--- src/design/fmpe_pkg.sv ---
// Shared types, constants and saturation helpers for the FM pre-emphasis unit.
package fmpe_pkg;

  localparam int SAMPLE_W  = 16;
  localparam int COEF_W    = 18;
  localparam int Y_W       = SAMPLE_W + 8;
  localparam int COEF_FRAC = COEF_W - 2;
  localparam int ACC_W     = COEF_W + Y_W + 3;
  localparam int OUT_SHIFT = 3;

  localparam int NUM_REGS  = 6;
  localparam int IDX_W     = 3;
  localparam int ADDR_W    = IDX_W + 2;
  localparam int DATA_W    = 32;

  localparam logic [IDX_W-1:0] REG_FWD_50 = 3'd0;
  localparam logic [IDX_W-1:0] REG_FB0_50 = 3'd1;
  localparam logic [IDX_W-1:0] REG_FB1_50 = 3'd2;
  localparam logic [IDX_W-1:0] REG_FWD_75 = 3'd3;
  localparam logic [IDX_W-1:0] REG_FB0_75 = 3'd4;
  localparam logic [IDX_W-1:0] REG_FB1_75 = 3'd5;

  localparam logic [1:0] MODE_NONE   = 2'd0;
  localparam logic [1:0] MODE_50     = 2'd1;
  localparam logic [1:0] MODE_75     = 2'd2;
  localparam logic [1:0] MODE_50_ALT = 2'd3;

  typedef logic signed [SAMPLE_W-1:0] sample_t;
  typedef logic signed [COEF_W-1:0]   coef_t;
  typedef logic signed [Y_W-1:0]      yval_t;
  typedef logic signed [ACC_W-1:0]    acc_t;

  typedef struct packed {
    coef_t fwd;
    coef_t fb0;
    coef_t fb1;
  } tap_set_t;

  // Clamp a wide accumulator value to the internal y range.
  function automatic yval_t sat_y(input acc_t v);
    logic fits;
    begin
      fits = (v[ACC_W-1:Y_W-1] == {(ACC_W-Y_W+1){1'b0}}) ||
             (v[ACC_W-1:Y_W-1] == {(ACC_W-Y_W+1){1'b1}});
      if (fits) begin
        sat_y = v[Y_W-1:0];
      end else if (v[ACC_W-1]) begin
        sat_y = {1'b1, {(Y_W-1){1'b0}}};
      end else begin
        sat_y = {1'b0, {(Y_W-1){1'b1}}};
      end
    end
  endfunction

  // Clamp a wide accumulator value to the sample range.
  function automatic sample_t sat_sample(input acc_t v);
    logic fits;
    begin
      fits = (v[ACC_W-1:SAMPLE_W-1] == {(ACC_W-SAMPLE_W+1){1'b0}}) ||
             (v[ACC_W-1:SAMPLE_W-1] == {(ACC_W-SAMPLE_W+1){1'b1}});
      if (fits) begin
        sat_sample = v[SAMPLE_W-1:0];
      end else if (v[ACC_W-1]) begin
        sat_sample = {1'b1, {(SAMPLE_W-1){1'b0}}};
      end else begin
        sat_sample = {1'b0, {(SAMPLE_W-1){1'b1}}};
      end
    end
  endfunction

endpackage

--- src/design/fmpe_regs.sv ---
// APB-style register file holding the filter taps of both emphasis modes.
module fmpe_regs
  import fmpe_pkg::*;
(
  input  logic              clk,
  input  logic              rst,
  input  logic              psel,
  input  logic              penable,
  input  logic              pwrite,
  input  logic [ADDR_W-1:0] paddr,
  input  logic [DATA_W-1:0] pwdata,
  output logic [DATA_W-1:0] prdata,
  output logic              pready,
  output tap_set_t          taps_50,
  output tap_set_t          taps_75
);

  logic [IDX_W-1:0] reg_idx;
  logic             wr_en;
  coef_t            wr_val;
  coef_t            rd_val;

  assign pready  = 1'b1;
  assign reg_idx = paddr[ADDR_W-1:2];
  assign wr_en   = psel && penable && pwrite && pready;
  assign wr_val  = pwdata[COEF_W-1:0];

  always_ff @(posedge clk) begin
    if (rst) begin
      taps_50 <= '0;
      taps_75 <= '0;
    end else if (wr_en) begin
      unique case (reg_idx)
        REG_FWD_50: taps_50.fwd <= wr_val;
        REG_FB0_50: taps_50.fb0 <= wr_val;
        REG_FB1_50: taps_50.fb1 <= wr_val;
        REG_FWD_75: taps_75.fwd <= wr_val;
        REG_FB0_75: taps_75.fb0 <= wr_val;
        REG_FB1_75: taps_75.fb1 <= wr_val;
        default: ;
      endcase
    end
  end

  always_comb begin
    unique case (reg_idx)
      REG_FWD_50: rd_val = taps_50.fwd;
      REG_FB0_50: rd_val = taps_50.fb0;
      REG_FB1_50: rd_val = taps_50.fb1;
      REG_FWD_75: rd_val = taps_75.fwd;
      REG_FB0_75: rd_val = taps_75.fb0;
      REG_FB1_75: rd_val = taps_75.fb1;
      default:    rd_val = '0;
    endcase
  end

  // Taps read back sign-extended to the bus width.
  assign prdata = DATA_W'(rd_val);

endmodule

--- src/design/fmpe_datapath.sv ---
// Filter arithmetic and history registers of the pre-emphasis IIR.
module fmpe_datapath
  import fmpe_pkg::*;
(
  input  logic     clk,
  input  logic     rst,
  input  logic     advance,
  input  sample_t  x,
  input  logic [1:0] mode,
  input  tap_set_t taps_50,
  input  tap_set_t taps_75,
  output sample_t  result
);

  logic [1:0] prev_mode;
  sample_t    prev_in;
  yval_t      y1;
  yval_t      y2;

  logic [1:0] mode_eff;
  logic       mode_change;
  tap_set_t   t;

  logic signed [COEF_W+SAMPLE_W-1:0] p_fwd;
  logic signed [COEF_W+Y_W-1:0]      p_fb0;
  logic signed [COEF_W+Y_W-1:0]      p_fb1;
  acc_t  acc;
  acc_t  acc_shr;
  yval_t y_new;
  acc_t  y_gain;

  assign mode_eff    = (mode == MODE_50_ALT) ? MODE_50 : mode;
  assign mode_change = (mode_eff != prev_mode);
  assign t           = (mode_eff == MODE_75) ? taps_75 : taps_50;

  // Three products in parallel, summed exactly, then rounded half up.
  assign p_fwd = t.fwd * prev_in;
  assign p_fb0 = t.fb0 * y1;
  assign p_fb1 = t.fb1 * y2;

  assign acc = (ACC_W'(x) <<< COEF_FRAC) + ACC_W'(p_fwd) + ACC_W'(p_fb0)
             + ACC_W'(p_fb1) + (acc_t'(1) <<< (COEF_FRAC - 1));
  assign acc_shr = acc >>> COEF_FRAC;
  assign y_new   = sat_y(acc_shr);
  assign y_gain  = ACC_W'(y_new) <<< OUT_SHIFT;

  always_comb begin
    if (mode_eff == MODE_NONE || mode_change) begin
      result = x;
    end else begin
      result = sat_sample(y_gain);
    end
  end

  always_ff @(posedge clk) begin
    if (rst) begin
      prev_mode <= MODE_NONE;
      prev_in   <= '0;
      y1        <= '0;
      y2        <= '0;
    end else if (advance && mode_eff != MODE_NONE) begin
      prev_in <= x;
      if (mode_change) begin
        prev_mode <= mode_eff;
        y1        <= Y_W'(x);
      end else begin
        y2 <= y1;
        y1 <= y_new;
      end
    end
  end

endmodule

--- src/design/fm_preemphasis_iir_unit.sv ---
// Top level of the FM pre-emphasis IIR: request and result stages, taps, filter.
//
//  channel   | handshake                 | payload
//  ----------+---------------------------+------------------------------
//  request   | req_valid / req_stall     | sample_in, emphasis_mode
//  result    | res_valid / res_stall     | sample_out
//  config    | psel penable pwrite pready| paddr, pwdata, prdata
//
// One request is taken every cycle while the result side is not stalled; its
// result passes through the input register, then the result register, and is
// presented from the result register. The rate is set by the history feedback,
// which closes combinationally through the three tap multipliers and the
// accumulate/saturate path.
// Reset is synchronous and active high; it clears both stage valids, the
// filter history and all taps to zero.
// While the result register is held by res_stall, a request in the input register
// stays there and req_stall rises; neither side loses or repeats an item.
module fm_preemphasis_iir_unit
  import fmpe_pkg::*;
(
  input  logic              clk,
  input  logic              rst,
  input  logic              req_valid,
  output logic              req_stall,
  input  sample_t           sample_in,
  input  logic [1:0]        emphasis_mode,
  output logic              res_valid,
  input  logic              res_stall,
  output sample_t           sample_out,
  input  logic              psel,
  input  logic              penable,
  input  logic              pwrite,
  input  logic [ADDR_W-1:0] paddr,
  input  logic [DATA_W-1:0] pwdata,
  output logic [DATA_W-1:0] prdata,
  output logic              pready
);

  tap_set_t   taps_50;
  tap_set_t   taps_75;

  // Input register holding the request under work.
  logic       s1_valid;
  sample_t    s1_x;
  logic [1:0] s1_mode;

  logic       advance;
  logic       req_take;
  sample_t    result;

  fmpe_regs u_regs (
    .clk     (clk),
    .rst     (rst),
    .psel    (psel),
    .penable (penable),
    .pwrite  (pwrite),
    .paddr   (paddr),
    .pwdata  (pwdata),
    .prdata  (prdata),
    .pready  (pready),
    .taps_50 (taps_50),
    .taps_75 (taps_75)
  );

  // The request moves into the result register when that register is free
  // or is emptied this cycle; history updates on that edge unless in MODE_NONE.
  assign advance   = s1_valid && (!res_valid || !res_stall);
  assign req_stall = s1_valid && !advance;
  assign req_take  = req_valid && !req_stall;

  fmpe_datapath u_datapath (
    .clk     (clk),
    .rst     (rst),
    .advance (advance),
    .x       (s1_x),
    .mode    (s1_mode),
    .taps_50 (taps_50),
    .taps_75 (taps_75),
    .result  (result)
  );

  always_ff @(posedge clk) begin
    if (rst) begin
      s1_valid <= 1'b0;
    end else if (req_take) begin
      s1_valid <= 1'b1;
    end else if (advance) begin
      s1_valid <= 1'b0;
    end
  end

  always_ff @(posedge clk) begin
    if (req_take) begin
      s1_x    <= sample_in;
      s1_mode <= emphasis_mode;
    end
  end

  always_ff @(posedge clk) begin
    if (rst) begin
      res_valid <= 1'b0;
    end else if (advance) begin
      res_valid <= 1'b1;
    end else if (!res_stall) begin
      res_valid <= 1'b0;
    end
  end

  always_ff @(posedge clk) begin
    if (advance) begin
      sample_out <= result;
    end
  end

  // A held request must stay in the input register until it can move on.
  assert property (@(posedge clk) disable iff (rst)
    s1_valid && !advance |=> s1_valid && $stable(s1_x) && $stable(s1_mode))
    else $error("held request lost from input register");

  // The input side is only stalled when a request is waiting to move on.
  assert property (@(posedge clk) disable iff (rst)
    req_stall |-> s1_valid && res_valid && res_stall)
    else $error("request stalled without a blocked result");

  // A MODE_NONE request delivers its own sample unchanged.
  assert property (@(posedge clk) disable iff (rst)
    advance && s1_mode == MODE_NONE |=> res_valid && sample_out == $past(s1_x))
    else $error("pass-through sample altered");

endmodule
--- config.mk ---
export PLATFORM = sky130hd
export DESIGN_NAME = fm_preemphasis_iir_unit
export DESIGN_NICKNAME = d
export VERILOG_FILES = /design/src/design/fmpe_pkg.sv /design/src/design/fmpe_regs.sv /design/src/design/fmpe_datapath.sv /design/src/design/fm_preemphasis_iir_unit.sv
export SDC_FILE = /design/constraint.sdc
export NUM_CORES = 2
export LEC_CHECK = 0
export ABC_AREA = 1
export BUFFER_PORTS_ARGS = -buffer_cell sky130_fd_sc_hd__buf_2
export CAP_MARGIN = 15
export CORE_MARGIN = 2
export CORE_UTILIZATION = 30
export DETAILED_ROUTE_END_ITERATION = 8
export PLACE_DENSITY = 0.47
export SYNTH_ARGS = -nofsm -noshare
export SYNTH_HDL_FRONTEND = slang
export SYNTH_HIERARCHICAL = 1
export SYNTH_SLANG_ARGS = --single-unit
--- constraint.sdc ---
create_clock -name clk -period 12 [get_ports clk]
set_input_delay 1.2 -clock clk [delete_from_list [all_inputs] [get_ports clk]]
set_output_delay 1.2 -clock clk [all_outputs]
set_load 0.02 [all_outputs]
Word-level counts from Yosys, hierarchy flattened

Index checks and enable logic that the tools add are counted.

Flip-flop bits (word level): 210
Latch bits: 0
Bits in writable memories: 0
ROM bits: 0
Bits of input ports: 62
Output and inout bits: 51
Word-level logic and storage cells: 75
Memories kept: 0

$add $sub $neg: 4
Multiply operators: 3
Div/mod/pow operators: 0
Magnitude comparators: 0
Equality and inequality tests: 11
Shift operators: 0
Muxes and demuxes: 13
Bitwise logic cells: 1
Reduce and logical (&&, ||, !) cells: 28

Operator list:

| cell                   | number |
|---|---|
| $pmux 18 s6            | 1 |
| $mul 18x24->42         | 2 |
| $mux 24                | 3 |
| $mux 54                | 1 |
| $mux 16                | 3 |
| $add 45x17->45 const B | 1 |
| $add 45x42->45         | 1 |
| $add 35x42->43         | 1 |
| $add 32x34->35         | 1 |
| $mul 18x16->34         | 1 |
| $eq 30x30->1 const B   | 1 |
| $logic_not 30->1       | 1 |
| $eq 22x22->1 const B   | 1 |
| $logic_not 22->1       | 1 |
| $reduce_and 2->1       | 8 |
| $eq 3x2->1 const B     | 2 |
| $eq 3x3->1 const B     | 2 |
| $logic_and 1x1->1      | 6 |
| $eq 2x2->1 const B     | 2 |
| $logic_not 1->1        | 4 |
| $logic_or 1x1->1       | 4 |
| $mux 1                 | 4 |
| $reduce_bool 2->1      | 2 |
| $eq 3x1->1 const B     | 1 |
| other kinds (6)        | 6 |

Depth between registers and ports, before layout

Depth after elaboration: 16
Gate-level depth with buffers: 51
Mapped depth without buffers: 48

Hierarchy

The synthesis kept the hierarchy.

Modules (own cells, without submodules):

| module                  | instances | cells an instance | area an instance (um^2) | seq. area each (um^2) |
|---|---|---|---|---|
| fmpe_datapath           | 1         | 5638              | 48144.9                 | 1321.3 |
| fmpe_regs               | 1         | 873               | 5494.0                  | 2162.1 |
| fm_preemphasis_iir_unit | 1         | 46                | 1112.3                  | 1061.0 |

Worst setup path after synthesis

No wires, ideal clock.

Path kind: reg-to-reg
Start: register s1_mode[1]
End: register sample_out[10], data pin
Setup time: 0.257 ns
Arrival time: 9.709 ns
Data required time: 11.743 ns
Slack: 2.034 ns
Cell stages (with the launch flop): 41
Path buffers: 4
Period minus slack after synthesis: 9.966 ns
Cell sequence: edfxtp_1 > nand2_4 > clkbuf_1 > clkbuf_1 > o21ai_1 > nor2_1 > inv_1 > fa_1 > fa_1 > fa_1 > fa_1 > fa_1 > inv_1 > fa_1 > inv_1 > fa_1 > fa_1 > inv_1 > [... 5 more ...] > nor2_2 > nand2_1 > clkinv_1 > nand2_1 > nand3_2 > nand3_1 > nand2_4 > nor2_2 > nand2_2 > nand2_4 > buf_8 > nand2_1 > nand3_1 > nor2_2 > nand2_4 > nand4_4 > buf_8 > nand3_2

Word-level cells in the longest chain between the ends: 16
Elaborated cells on any way between the ends: 25
Classes of those cells: 4 x add/sub; 3 x mul; 5 x eq/ne; 7 x mux; 6 x reduce/logical

RTL lines:

| what                                                    | RTL line                       | source |
|---|---|---|
| from (decl)                                             | fm_preemphasis_iir_unit.sv:45  | `logic [1:0] s1_mode;` |
| from (signal assigned)                                  | fm_preemphasis_iir_unit.sv:95  | `s1_mode <= emphasis_mode;` |
| $eq 2x2->1                                              | fmpe_datapath.sv:32            | `assign mode_eff = (mode == MODE_50_ALT) ? MODE_50 : mode;` |
| $mux 2 *                                                | fmpe_datapath.sv:32            |  |
| $eq 2x2->1                                              | fmpe_datapath.sv:34            | `assign t = (mode_eff == MODE_75) ? taps_75 : taps_50;` |
| $mux 54                                                 | fmpe_datapath.sv:34            |  |
| $mul 18x16->34                                          | fmpe_datapath.sv:37            | `assign p_fwd = t.fwd * prev_in;` |
| $add 32x34->35                                          | fmpe_datapath.sv:41            | `assign acc = (ACC_W'(x) <<< COEF_FRAC) + ACC_W'(p_fwd) + ACC_W'(p_fb0)` |
| $add 35x42->43                                          | fmpe_datapath.sv:41            |  |
| $add 45x42->45                                          | fmpe_datapath.sv:42            | `+ ACC_W'(p_fb1) + (acc_t'(1) <<< (COEF_FRAC - 1));` |
| $add 45x17->45                                          | fmpe_datapath.sv:42            |  |
| $eq 22x22->1 / $logic_not 22->1 (equally long branches) | fmpe_pkg.sv:44, fmpe_pkg.sv:43 |  |
| $logic_or 1x1->1                                        | fmpe_pkg.sv:43                 | `fits = (v[ACC_W-1:Y_W-1] == {(ACC_W-Y_W+1){1'b0}}) \|\|` |
| $mux 24                                                 | fmpe_pkg.sv:45                 | `if (fits) begin` |
| $eq 30x30->1 / $logic_not 30->1 (equally long branches) | fmpe_pkg.sv:60, fmpe_pkg.sv:59 |  |
| $logic_or 1x1->1                                        | fmpe_pkg.sv:59                 | `fits = (v[ACC_W-1:SAMPLE_W-1] == {(ACC_W-SAMPLE_W+1){1'b0}}) \|\|` |
| $mux 16                                                 | fmpe_pkg.sv:61                 | `if (fits) begin` |
| $mux 16 *                                               | fmpe_datapath.sv:48            | `if (mode_eff == MODE_NONE \|\| mode_change) begin` |
| via result[10]                                          | fm_preemphasis_iir_unit.sv:49  | `sample_t result;` |
| to (signal assigned)                                    | fm_preemphasis_iir_unit.sv:111 | `sample_out <= result;` |
| to (decl)                                               | fm_preemphasis_iir_unit.sv:29  | `output sample_t sample_out,` |

The timed path passes the listed nets; every way through them passes the cells marked *.
A chain may end at the register's enable or synchronous reset.

Worst setup path after layout

Start: register s1_mode[0]
End: register sample_out[5], data pin

The elaborated chain is that of the path after synthesis.

==> summary.txt <==
Floorplanning
  • Die X: 431 um
  • Row cnt: 156
  • # IOs: 113
  • Initial Util: 0.302
  • Die area: 186000 um^2
  • Height of the die: 431 um
  • Core Region: between 150000 and 200000 um^2

Critical path
  • Top Family by Delay on Critical Path: adder cells
  • Data arrival, critical path: 11.95 ns
  • Startpoint types: flip-flop
  • Crit Path Category: flip-flop to flip-flop
  • Slowest CP cell: fa_1
  • Worst R2R End: sample_out[5]$_DFFE_PP_
  • Cell repeated most along the worst path: fa_1
  • Crit Path Max Fanout: 15
  • Worst reg2reg setup slack: 0.52 ns
  • Reg-to-Reg Start: s1_mode[0]$_DFFE_PP_
  • CP endpoint kind: flip-flop
  • Data required time at the worst endpoint: between 10 and 15 ns
  • R2r worst-path depth: 43
  • Buf/Inv on CP: 12
  • Max incr delay on CP: 0.64 ns

Route
  • Vias per cell: 4.67
  • DR iter-0 viols: 3310
  • Via Count: ~42000
  • First-pass DRT Iterations: 5
  • Met1 wire length: roughly 92 mm
  • Drt drc: 0
  • Wire length on met2: 92.1 mm
  • Met3 WL: 15.0 mm
  • Total Wirelength: approximately 210 mm
  • Post-route ant nets: 0
  • Max layer used: met5
  • Wire length per cell: 23.1 um

STA
  • Worst Tran Pin Value: 1.10 ns
  • Highest attainable clock frequency: 87.1 MHz
  • Max-slew violations: 0
  • Final setup vio count: 0
  • RSZ-0062 raised after global routing: no
  • Slew HR: 0.265
  • Final min period: ~11 ns
  • Final setup skew: 0.0337 ns
  • Period utilization: 0.956
  • Setup TNS: 0 ns
  • Final Hold Fails: 0

Synth
  • Largest family of logic cells by synthesized area: adder cells
  • Seq cells post-synth: 210
  • Post-synthesis compound-gate area fraction: 0.0237
  • Cell taking the most area after synthesis: fa_1
  • Share of the synthesized area in the top cell type: 0.508
  • Sequential fraction of the synthesis area: 0.0830
  • YS warnings: 6
  • Post-synthesis mux area share: 0
  • Syn Nets: 8259
  • Syn Area/Cell: 8.35 um^2
  • Most used standard cell by instance count after synthesis: inv_1
  • Synthesized area: 54800 um^2
  • Post-synth top cells: inv_1, fa_1, nand2_1
  • Unique cell type count in the Yosys netlist: 50
  • Simple-Gate Fraction of Synth Area: 0.183
  • Adder-Cell Fraction of Synth Area: 0.565
  • Top cells by area, synth: fa_1, inv_1, nand2_1, dfxtp_1, nor2_1
  • Synth Flop Type: dfxtp_1
  • EDFF count, synth: 34
  • Ys async rst share: 0
  • Cells after Synth: 6557
  • Post-Synth XOR/XNOR Area: 0.00448

Place
  • Final HPWL DP: 181 mm
  • I/O Buffers: 95
  • Final RePlAce weighted congestion: around 0.94

Global routing
  • Total gr overflow: 0
  • Vias in the first global route: 44200
  • GRT Total Usage: 0.227
  • Largest net degree at the start of global routing: ~90
  • Initial antenna violation count: 10
  • First-pass GRT wire length: 307 mm

Clocking
  • Clock-pin slew on the worst setup and hold paths: 0.07 ns
  • Clk_lat worst skew: 0.64 ns
  • Clock H-tree levels: 1
  • Post-CTS sizing: 0
  • Clock Path Buffers: 3
  • Clock buffer count from CTS: 29
  • Sink Count: 210
  • TritonCTS clock tree: yes
  • CTS Hold Buffers Added: 0
  • Total setup buffers inserted after CTS: 0
  • Clk root buf: clkbuf_16

Finish
  • Fill count: 19300
  • Syn-to-layout area delta: 8.15%
  • NumNets Final: 8268
  • Layout cell share with drive strength beyond 1: 0.0656

Min path
  • Worst hold path type: flip-flop to flip-flop
  • Hold Crit Depth: 2
  • Hold_sp: u_regs/taps_50[26]$_SDFFE_PP0P_
  • WHS Endpoint: u_regs/taps_50[26]$_SDFFE_PP0P_

Status
  • Status: complete, no violations

Flow run
  • MaxCap Viol Count: 0
## area by class of cell
class,count,area [um^2],share of cell area
sequential,210,4540,0.0767
tap,2370,2970,0.0501
multi-input combinational,4344,42600,0.719
antenna,4,10.0,0.000169
timing repair buffer,234,1530,0.0259
clock buffer,35,778,0.0131
inverter,1747,6560,0.111
clock inverter,19,260,0.00440
## worst max-delay path by stage
stage	start	end	slack, ns	cells past startpoint
floorplan	s1_mode[1]$_DFFE_PP_	sample_out[10]$_DFFE_PP_	2.03	40
global placement	s1_mode[0]$_DFFE_PP_	sample_out[5]$_DFFE_PP_	0.59	43
detailed placement	s1_mode[0]$_DFFE_PP_	sample_out[5]$_DFFE_PP_	0.49	43
CTS	s1_mode[0]$_DFFE_PP_	sample_out[5]$_DFFE_PP_	0.47	43
global route	s1_mode[0]$_DFFE_PP_	sample_out[5]$_DFFE_PP_	0.01	45
finish	s1_mode[0]$_DFFE_PP_	sample_out[5]$_DFFE_PP_	0.52	43
## kinds of logic (layout without fill, tap and decap cells)
logic type / count (synthesis) / in the layout
adder cells (fa/ha/maj): 1640 / 1640
AO/OA/AOI/OAI: 235 / 235
AND/OR/NAND/NOR: 2440 / 2440
flip-flops: 210 / 210
XOR/XNOR: 28 / 28
buffers and inverters: 2003 / 2035
other: 1 / 5
## metal layers
layer | vias to the layer above | global-route usage
met5 | - | 0
met4 | 6 | 0.0730
met3 | 217 | 0.0400
met2 | 1335 | 0.354
met1 | 21700 | 0.319
li1 | 18600 | -
## placed cells by master (no fill, tap or decap), types with 14 or more instances in the layout
master,count
a21oi_1,95
buf_2,95
buf_4,138
clkbuf_16,29
clkinv_1,31
dfxtp_1,176
edfxtp_1,34
fa_1,1390
ha_1,250
inv_1,1703
nand2_1,1229
nand2_2,17
nand3_1,152
nand3_2,23
nand4_1,46
nor2_1,877
o21ai_0,53
o21ai_1,34
o32ai_1,14
or2_2,46
xnor2_1,14
xor2_1,14
## flip-flops by register name, indices dropped and copies added (netlist names)
signal,count
s1_mode,2
res_valid,1
u_regs/taps_75,54
u_datapath/prev_mode,2
u_datapath/y1,24
s1_valid,1
sample_out,16
u_regs/taps_50,54
u_datapath/prev_in,16
s1_x,16
u_datapath/y2,24
## per-stage QoR
| stage | util | instance area (um^2) | hold slack, ns | setup WS (ns) | std cells |
|---|---|---|---|---|---|
| after floorplan | - | 54800 | 0.457 | 2.03 | 6557 |
| after global placement | 0.321 | 58200 | 0.485 | 0.589 | 8905 |
| after detailed placement | 0.321 | 58200 | 0.489 | 0.489 | 8905 |
| after CTS | 0.327 | 59200 | 0.498 | 0.475 | 8959 |
| after global routing | 0.327 | 59200 | 0.522 | 0.0118 | 8959 |
| final | 0.327 | 59200 | 0.496 | 0.524 | 8963 |
## worst reg2reg max path, delay by kind of cell, from the launching register on
kind | cells | cell delay [ns]
AOI/OAI and AO/OA | 2 | 0.42
DFF | 1 | 0.47
and+or+nand+nor | 19 | 3.19
buffers and inverters | 12 | 2.00
adders and majority gates | 10 | 5.24
Power is not shown: default switching activity piles up to over one toggle a cycle in this logic, so the estimate is an artifact.
